===== src/hdl/spot_pkg.sv =====
// shared constants and types for the shape pair overlap test
package spot_pkg;

    localparam int COORD_WIDTH = 16;

    localparam int KIND_WIDTH = 3;

    typedef logic signed [COORD_WIDTH-1:0] t_coord;
    typedef logic [KIND_WIDTH-1:0] t_kind;

    localparam t_kind KIND_NONE     = 3'd0;
    localparam t_kind KIND_RECT     = 3'd1;
    localparam t_kind KIND_CIRCLE   = 3'd2;
    localparam t_kind KIND_TRIANGLE = 3'd3;
    localparam t_kind KIND_POLYGON  = 3'd4;

endpackage


===== src/hdl/spot_rect_rect.sv =====
// strict axis-aligned box against box test
module spot_rect_rect (
    input  spot_pkg::t_coord i_a [4],
    input  spot_pkg::t_coord i_b [4],
    output logic             o_hit
);

    localparam int W = spot_pkg::COORD_WIDTH;

    logic signed [W:0] a_x_hi;
    logic signed [W:0] a_y_hi;
    logic signed [W:0] b_x_hi;
    logic signed [W:0] b_y_hi;
    logic signed [W:0] a_x;
    logic signed [W:0] a_y;
    logic signed [W:0] b_x;
    logic signed [W:0] b_y;

    always_comb begin
        a_x    = (W+1)'(i_a[0]);
        a_y    = (W+1)'(i_a[1]);
        b_x    = (W+1)'(i_b[0]);
        b_y    = (W+1)'(i_b[1]);
        a_x_hi = a_x + (W+1)'(i_a[2]);
        a_y_hi = a_y + (W+1)'(i_a[3]);
        b_x_hi = b_x + (W+1)'(i_b[2]);
        b_y_hi = b_y + (W+1)'(i_b[3]);
        o_hit  = (a_x < b_x_hi) && (a_x_hi > b_x) && (a_y < b_y_hi) && (a_y_hi > b_y);
    end

endmodule


===== config.mk =====
export PLATFORM = sky130hd
export DESIGN_NAME = spot_rect_rect
export DESIGN_NICKNAME = d
export VERILOG_FILES = /design/src/hdl/spot_pkg.sv /design/src/hdl/spot_rect_rect.sv
export SDC_FILE = /design/constraint.sdc
export NUM_CORES = 1
export LEC_CHECK = 0
export ABC_AREA = 0
export BUFFER_PORTS_ARGS = -buffer_cell sky130_fd_sc_hd__buf_2
export CORE_MARGIN = 2
export CORE_UTILIZATION = 30
export DETAILED_ROUTE_END_ITERATION = 10
export SLEW_MARGIN = 20
export SYNTH_ARGS = -nofsm -noshare
export SYNTH_HDL_FRONTEND = slang
export SYNTH_SLANG_ARGS = --single-unit

===== constraint.sdc =====
create_clock -name vclk -period 5.55
set_input_delay 1.11 -clock vclk [all_inputs]
set_output_delay 1.11 -clock vclk [all_outputs]
set_load 0.05 [all_outputs]

# --- After elaboration in Yosys (flattened, before gate mapping) ---
# Index checks and enable logic that the tools add are counted.
totals:
  register_bits: 0
  mem_bits_rw: 0
  latch_bits: 0
  inputBits: 128
  mem_bits_ro: 0
  wordCells: 11
  n_memories: 0
op_classes:
  magnitude_cmp: 4
  n_mul: 0
  add_sub_neg: 4
  n_eq_ne: 0
  n_shift: 0
  n_bitwise: 0
  n_reduce_logical: 3
  mux: 0
  div: 0
ops:
  columns: ["operator", "count"]
  rows:
  - ["16-bit by 16-bit adder with 17-bit output", 4]
  - ["17-bit by 16-bit > comparator with 1-bit output", 2]
  - ["16-bit by 17-bit < comparator with 1-bit output", 2]
  - ["1-bit logical AND", 3]

# --- Logic depth before layout (Yosys ltp) ---
# Gate-level depths: netlist of run 1.
logic_depth:
  ltp_word: 5
  ltp_mapped: 16
  depth_no_buf: 16

# --- Worst setup path after synthesis of run 1 ---
# OpenSTA, ideal clock, no wires.
synth_timing:
  kind: "input port to output port"
  start: "in i_a[0] in the netlist's numbering"
  end: "out o_hit"
  path_buffers: 0
  arrival_ps: 4370
  setup_slack_ps: 70
  stages: 16
  required_time_ps: 4440
  path_cell_list: "ha_1 inv_1 fa_1 nor2b_1 o31a_1 o211ai_1 a31oi_1 nor4_1 a311o_1 ha_1 a21o_1 a2111oi_0 o21ai_0 a2111oi_0 a211oi_1 o221a_2"
synth_between:
  elab_chain_len: 3
synth_rtl:
  columns: ["item", "line", "source"]
  rows:
  - ["start, declared", "spot_rect_rect.sv:3", "input spot_pkg::t_coord i_a [4],"]
  - ["16-bit by 16-bit adder with 17-bit output", "spot_rect_rect.sv:25", "a_y_hi = a_y + (W+1)'(i_a[3]);"]
  - ["17-bit by 16-bit > comparator with 1-bit output", "spot_rect_rect.sv:28", "o_hit = (a_x < b_x_hi) && (a_x_hi > b_x) && (a_y < b_y_hi) && (a_y_hi > b_y);"]
  - ["1-bit logical AND", "spot_rect_rect.sv:28", null]
  - ["end, declared", "spot_rect_rect.sv:5", "output logic o_hit"]
# Every way passes these cells.

# --- Worst setup path in the final report of run 1 ---
layout_timing:
  start: "in i_b[17] in the netlist's numbering"
  end: "out o_hit"
layout_between:
  elab_chain_len: 5
layout_rtl:
  columns: ["item", "line", "source"]
  rows:
  - ["start, declared", "spot_rect_rect.sv:4", "input spot_pkg::t_coord i_b [4],"]
  - ["16-bit by 16-bit adder with 17-bit output", "spot_rect_rect.sv:26", "b_x_hi = b_x + (W+1)'(i_b[2]);"]
  - ["16-bit by 17-bit < comparator with 1-bit output", "spot_rect_rect.sv:28", null]
  - ["1-bit logical AND (3 in series)", "spot_rect_rect.sv:28", null]
# Every way passes these cells.

==> impl_metrics.ini, run 1 <==
[final_layout]
n_clock_buffer = 0
insertedDiodeCount = 0
drive_gt1_frac = 0.283
syn2layout_area_growth_pct = 33.5
regArea_um2 = 0
design.seq.count = 0
nets = 1065
nFillCells = 1531
multiInputGateArea_mm2 = 0.00434
postLayoutCoreUtil = 0.412
finalNonFillerCells = 985

[worst_setup_path]
cp_max_fo = 2
cp-start-kind = input port
end_kind = output pin
critPathRequiredTime_ns = 4.44
arrival_ns = 4.64
crit_type = input port to output pin

[timing]
max_freq_mhz = 174
period_needed_ns = 5.75
timing.hold.ws_ns = 3.01
maxSlewViolCount = 0
setup_viol = 1
period_share = 1.04
finalWorstSetupSlack_ns = -0.202
finalHoldViolCount = 0
worst_slew_pin_slew_ns = 0.473
rsz0062_at_grt = yes
maxSlewHeadroom = 0.682

[logic_synthesis]
ys_seq_area_frac = 0
synth_cell_types = 58
yosys_warnings = 0
synthSimpleGateAreaFrac = 0.166
synth_xor_area_frac = 0.0872
synth_nets = 864
yosys.area_share.adder = 0.378
syn_area_mm2 = 0.00452
syn_area_per_cell_um2 = 7.51
synth_top_family_by_area = adder cells
synth_compound_area_frac = 0.309
yosys-mux-area-fraction = 0.00471
synth_cells = 602

[power_and_ir_drop]
max-vdd-ir-drop_uv = 50.1
leakage_nw = 3.19
p_total_uw = 739
cellPowerDensity_mw_per_mm2 = 122

[grt]
grt_pass1_vias = 4815
grt-ovfl-total = 0
antenna_found_initial = 0
grt_max_degree = 11
grt_use_total = 0.156
grt_pass1_wl_um = 21500

[routing]
wirelength_um = 12900
initialDrtViolationCount = 156
vias = 5077
ant_nets = 0
avgRoutedWirePerCell_um = 13.1
viasPerCell = 5.15
route.detailed.drc = 0
drtPass1Iterations = 4

[floorplanning]
start_util = 0.309
boundaryPins = 129
design.core.area_mm2 = 0.0146
die-area_mm2 = 0.0161
rows = 44
die_h_um = 127
die_w_um = 127

[placed_design]
dp_hpwl_um = 11600
io_buffers = 129
place_ws_ns = -0.562
dp_cells = 983
place.gp.congestion = 0.869

[job]
max-cap-violations = 0

[worst_hold_path]
hold_class = input port to output pin

[outcome]
status = complete, but fails checks
violations = negative setup slack

[clocking]
ctsHoldBuffers = 0
[report_power, final]
group / switching [mW] / total (mW) / leakage, nW / internal (mW)
clock network: 0 / 0 / 0 / 0
logic: 0.372 / 0.739 / 3.19 / 0.366
registers: 0 / 0 / 0 / 0
[critical path, cell delays in order]
cell and delay (ns):
buf_6 0.10, ha_4 0.23, a211o_1 0.28, a21o_1 0.18
or3_4 0.33, a311o_1 0.34, a21oi_2 0.15, xor2_1 0.08
ha_1 0.29, nand3_2 0.07, or4_4 0.50, a211o_1 0.23
o211ai_1 0.11, a31oi_1 0.15, o221a_2 0.33, buf_8 0.15
[final cells by class]
type	instances	share of cell area
Tap cell	184	0.0382
Inverter	64	0.0398
Timing Repair Buffer	202	0.203
Multi-Input combinational cell	535	0.719
[final timing paths]
| check | from | to | slack [ns] | cells past startpoint |
|---|---|---|---|---|
| min | i_a[60] | o_hit | 3.01 | 5 |
| max | i_b[17] | o_hit | -0.20 | 16 |
[per-layer routing]
| layer | track usage | vias to the layer above | part of all wire |
|---|---|---|---|
| li1 | - | 2699 | - |
| met1 | 0.219 | 2245 | 0.49 |
| met2 | 0.281 | 127 | 0.46 |
| met3 | 0.00422 | 6 | 0.042 |
| met4 | 0.00840 | 0 | 0.0065 |
| met5 | 0 | - | 0 |
[cell usage after synthesis, drive strengths merged, types with 3 or more instances]
cell     count  area [um2]
nand4       12        75.1
fa           4        80.1
clkbuf       3        11.3
o21ai       36         180
and3         6        37.5
a31o         5        43.8
a31oi        7        43.8
nor2b        6        37.5
nand3       17        85.1
o211ai      11        82.6
nor3        11        55.1
a211oi      11        87.6
o21a        13        98.9
a21o        26         196
nand2b       6        37.5
a211o        6        52.6
nand2       23        86.3
o2111ai      3        26.3
a2111oi      4        35.0
nor2        37         139
ha         130        1630
nor4         8        50.1
xnor2       22         193
o311ai       3        26.3
a21oi       58         294
or3          7        43.8
xor2        23         201
inv         64         240
o21bai       8        60.1
[repair_timing]
item,CTS,global route
gates resized for setup,18,5
endpoints found under the setup margin,1,1
buffers inserted,2,0
pin swaps,10,8
cloned,0,0
[cells in the final DEF, fill, tap and decap left out, types with 8 or more instances in the layout]
| cell | netlist | routed |
|---|---|---|
| a211oi_1 | 10 | 9 |
| a21o_1 | 25 | 25 |
| a21oi_1 | 57 | 57 |
| buf_2 | 0 | 125 |
| buf_4 | 0 | 73 |
| ha_1 | 130 | 127 |
| inv_1 | 64 | 64 |
| nand2_1 | 23 | 23 |
| nand3_1 | 17 | 16 |
| nand4_1 | 12 | 12 |
| nor2_1 | 37 | 37 |
| nor3_1 | 11 | 11 |
| nor4_1 | 8 | 8 |
| o211ai_1 | 11 | 11 |
| o21a_1 | 12 | 12 |
| o21ai_0 | 34 | 32 |
| o21bai_1 | 8 | 8 |
| xnor2_1 | 22 | 22 |
| xor2_1 | 23 | 23 |
[cell families after synthesis]
kind of cell               after synthesis
AOI/OAI and AO/OA                      209
buffers and inverters                   67
and+or+nand+nor                        145
xor gates and xnor gates                45
adders and majority gates              134
muxes                                    2
[through the flow]
step,TNS [ns],area [um2]
6_report,-0.202,6030
3_5_place_dp,-0.562,5920
2_1_floorplan,0,4520
4_1_cts,-0.257,6010
3_3_place_gp,-0.357,5920
5_1_grt,-0.363,6030
No activity file was read; power rests on OpenSTA's default activity.
==> run 2, diff against run 1 <==
- clock period: 5.55 -> 5.9 ns (I/O delays scaled with it)
==> run 2 against run 1 <==
- the run still ends with negative setup slack left
- via count decreased by 3.5%
- first-iteration DRC count increased by 28%
- cell count decreased by 4.4%
- non-clock buffer count decreased by 43
- largest power group unchanged
- total power decreased by 12%
- clock-buffer cell count unchanged
- largest cell class unchanged
- critical path type unchanged
- flip-flop and latch count unchanged
==> impl_metrics.ini, run 2 (synthesis gave the netlist of run 1 again) <==
[timing]
setup_viol = 1
period_needed_ns = 5.96
rsz0062_at_grt = yes
max_freq_mhz = 168
maxSlewHeadroom = 0.659
maxSlewViolCount = 0
period_share = 1.01
finalWorstSetupSlack_ns = -0.0629
finalHoldViolCount = 0
worst_slew_pin_slew_ns = 0.507
setup_tns_ns = -0.0629

[grt]
grt_use_total = 0.154
antenna_found_initial = 0
grt_pass1_vias = 4783
grt-ovfl-total = 0
grt_max_degree = 11
grt_pass1_wl_um = 21100

[worst_setup_path]
cp-start-kind = input port
end_kind = output pin
crit_type = input port to output pin
arrival_ns = 4.78
critPathRequiredTime_ns = 4.72
cp_max_fo = 2

[power_and_ir_drop]
cellPowerDensity_mw_per_mm2 = 115
max-vdd-ir-drop_uv = 41.7
leakage_nw = 2.97

[floorplanning]
die-area_mm2 = 0.0161
die_h_um = 127
die_w_um = 127
design.core.area_mm2 = 0.0146
rows = 44
boundaryPins = 129
start_util = 0.309

[final_layout]
design.seq.count = 0
nets = 1022
postLayoutCoreUtil = 0.386
n_clock_buffer = 0
final_common_cell = ha_1
nFillCells = 1575
regArea_um2 = 0
drive_gt1_frac = 0.239
layout_common_cells = ha_1, buf_2, inv_1
multiInputGateArea_mm2 = 0.00430
insertedDiodeCount = 0
syn2layout_area_growth_pct = 25.0

[routing]
ant_nets = 0
initialDrtViolationCount = 200
route.detailed.drc = 0
wirelength_um = 12600
drtPass1Iterations = 4
vias = 4899
avgRoutedWirePerCell_um = 13.4
viasPerCell = 5.20

[outcome]
status = complete, but fails checks
violations = negative setup slack

[placed_design]
dp_hpwl_um = 11300
io_buffers = 129
place.gp.congestion = 0.864

[clocking]
post-cts-setup-buffers = 0
ctsHoldBuffers = 0

[job]
max-cap-violations = 0

[worst_hold_path]
hold_class = input port to output pin
run 2: cell types whose count changed in the layout (fill, tap and decap cells not counted), sizes merged:
| cell | change |
|---|---|
| buf | -43 |
run 2: critical path, stage by stage:
cell and delay, ns:
buf_2 0.11, ha_1 0.30, a211o_1 0.28, a21o_1 0.18
or3_4 0.33, a311o_1 0.33, a21oi_2 0.13, xor2_1 0.08
ha_1 0.29, nand3_2 0.07, or4_4 0.52, a211o_1 0.23
o211ai_1 0.13, a31oi_1 0.16, o221a_2 0.31, buf_6 0.15
run 2: final timing paths:
kind | to | startpoint | slack [ns] | depth (start not counted)
worst max-delay path | o_hit | i_b[17] | -0.06 | 16
worst min-delay path | o_hit | i_b[32] | 3.13 | 7
run 2: layout make-up:
cell class                      instances  share of cell area
Multi-Input combinational cell        535               0.761
Timing Repair Buffer                  159               0.155
Inverter                               64              0.0425
Tap cell                              184              0.0408
run 2: what timing repair did:
item / CTS / global route
setup endpoints to repair: 1 / 1
pin swaps: 2 / 3
gates resized for setup: 7 / 4
run 2: metrics by stage:
| stage | hold slack, ns | cells | setup slack, ns | power (mW) | instance area [um2] |
|---|---|---|---|---|---|
| 2_1_floorplan | 2.84 | 602 | 0.280 | 0.449 | 4520 |
| 3_3_place_gp | 3.18 | 942 | -0.142 | 0.640 | 5610 |
| 3_5_place_dp | 3.18 | 942 | -0.411 | 0.641 | 5610 |
| 4_1_cts | 3.14 | 942 | -0.106 | 0.653 | 5630 |
| 5_1_grt | 3.17 | 942 | -0.252 | 0.749 | 5650 |
| 6_report | 3.13 | 942 | -0.0629 | 0.652 | 5650 |
run 2: per-layer routing:
metal | track usage | vias to the layer above | routed length (um)
met3 | 0.00633 | 4 | 504
met4 | 0.00840 | 0 | 63
met5 | 0 | - | 0
li1 | - | 2609 | -
met2 | 0.278 | 116 | 5760
met1 | 0.213 | 2170 | 6290
run 2: power breakdown:
group | leakage, nW | total, mW | internal (mW) | switching, mW
clock | 0 | 0 | 0 | 0
sequential | 0 | 0 | 0 | 0
combinational | 2.97 | 0.652 | 0.313 | 0.339
==> run 3, diff against run 2 <==
- CORE_UTILIZATION: 30 -> 60
- PLACE_DENSITY: default -> 0.9
- clock period: 5.9 -> 7.3 ns (I/O delays scaled with it)
==> run 3 against run 2 <==
- the run now ends clean
- first-iteration DRC count down 11%
- worst hold slack improved by 0.58 ns
- critical path depth rose by 2
- global-route usage increased by 13 points
- die area down 49%
- setup slack improved by 0.43 ns
- clock-buffer cell count did not move
- non-clock buffer count fell by 30
- total power is 23% lower
- cell count shrank 12%
- design area is 6.6% lower
- largest cell class unchanged
==> impl_metrics.ini, run 3 (synthesis gave the netlist of run 1 again) <==
[worst_setup_path]
end_kind = output pin
cp-start-kind = input port
critPathRequiredTime_ns = 5.84
crit_type = input port to output pin
arrival_ns = 5.47
cp_max_fo = 4

[power_and_ir_drop]
cellPowerDensity_mw_per_mm2 = 95.6
leakage_nw = 2.82
max-vdd-ir-drop_uv = 54.2

[grt]
grt_max_degree = 11
grt_pass1_vias = 4823
grt_pass1_wl_um = 20200
grt_use_total = 0.283
antenna_found_initial = 0
grt-ovfl-total = 0

[placed_design]
place_area_mm2 = 0.00528
dp_hpwl_um = 10900
io_buffers = 129
place.gp.congestion = 0.911

[timing]
timing.hold.ws_ns = 3.71
maxSlewViolCount = 0
setup_tns_ns = 0
max_freq_mhz = 144
period_needed_ns = 6.93
rsz0062_at_grt = no
finalHoldViolCount = 0
setup_viol = 0
maxSlewHeadroom = 0.508
worst_slew_pin_slew_ns = 0.731
period_share = 0.950

[routing]
initialDrtViolationCount = 179
viasPerCell = 6.05
vias = 5000
avgRoutedWirePerCell_um = 14.9
ant_nets = 0
drtPass1Iterations = 4
route.detailed.drc = 0
wirelength_um = 12300

[clocking]
post-cts-setup-buffers = 0
ctsHoldBuffers = 0
cts.repair.resized = 0

[final_layout]
syn2layout_area_growth_pct = 16.8
design.seq.count = 0
nets = 992
layout_common_cells = ha_1, buf_2, inv_1
fin_area_mm2 = 0.00528
insertedDiodeCount = 0
final_common_cell = ha_1
nFillCells = 595
regArea_um2 = 0
drive_gt1_frac = 0.198
n_clock_buffer = 0

[floorplanning]
design.core.area_mm2 = 0.00729
rows = 31
die_h_um = 90.8
die-area_mm2 = 0.00824
die_w_um = 90.8
boundaryPins = 129
start_util = 0.620

[worst_hold_path]
min_path_cells = 7
hold_class = input port to output pin

[job]
max-cap-violations = 0

[outcome]
status = finished clean
[run 3: cell types whose count changed in the layout (fill, tap and decap cells not counted), sizes merged]
cell  delta
buf     -30
[run 3: final timing paths]
| kind | from | end |
|---|---|---|
| min | i_b[48] | o_hit |
| max | i_a[32] | o_hit |
[run 3: report_power, final]
part           switching [mW]  total (mW)  internal (mW)
Clock                       0           0              0
Sequential                  0           0              0
Combinational           0.273       0.505          0.231
[run 3: per-stage QoR]
| step | total power, mW | utilization | setup slack, ns | instances |
|---|---|---|---|---|
| 6_report | 0.505 | 0.724 | 0.367 | 827 |
| 5_1_grt | 0.571 | 0.724 | 0.0502 | 827 |
| 4_1_cts | 0.500 | 0.724 | 0.340 | 827 |
| 3_5_place_dp | 0.496 | 0.724 | 0.367 | 827 |
| 3_3_place_gp | 0.473 | 0.724 | 0.658 | 827 |
| 2_1_floorplan | 0.363 | - | 1.12 | 602 |
[run 3: critical path, cell delays in order]
cell,delay [ns]
buf_2,0.09
ha_1,0.15
inv_1,0.06
fa_1,0.39
nor2b_1,0.16
o31a_1,0.22
o211ai_1,0.17
a31oi_1,0.30
nor4_1,0.08
a311o_1,0.33
ha_1,0.29
a21o_1,0.17
a2111oi_1,0.54
o21ai_0,0.18
a2111oi_0,0.41
a211oi_1,0.10
o221a_2,0.15
buf_2,0.21
[run 3: layer usage]
metal	part of all wire	wire, um	up-vias	track usage
li1	-	-	2548	-
met1	0.43	5270	2278	0.343
met2	0.50	6170	157	0.553
met3	0.051	626	17	0.00835
met4	0.018	221	0	0.0581
met5	0	0	-	0
[run 3: cell type report]
class / instances / area (um2) / share of cell area
multi-input combinational: 535 / 4270 / 0.809
timing repair buffer: 129 / 646 / 0.122
inverter: 64 / 240 / 0.0455
tap: 99 / 124 / 0.0235
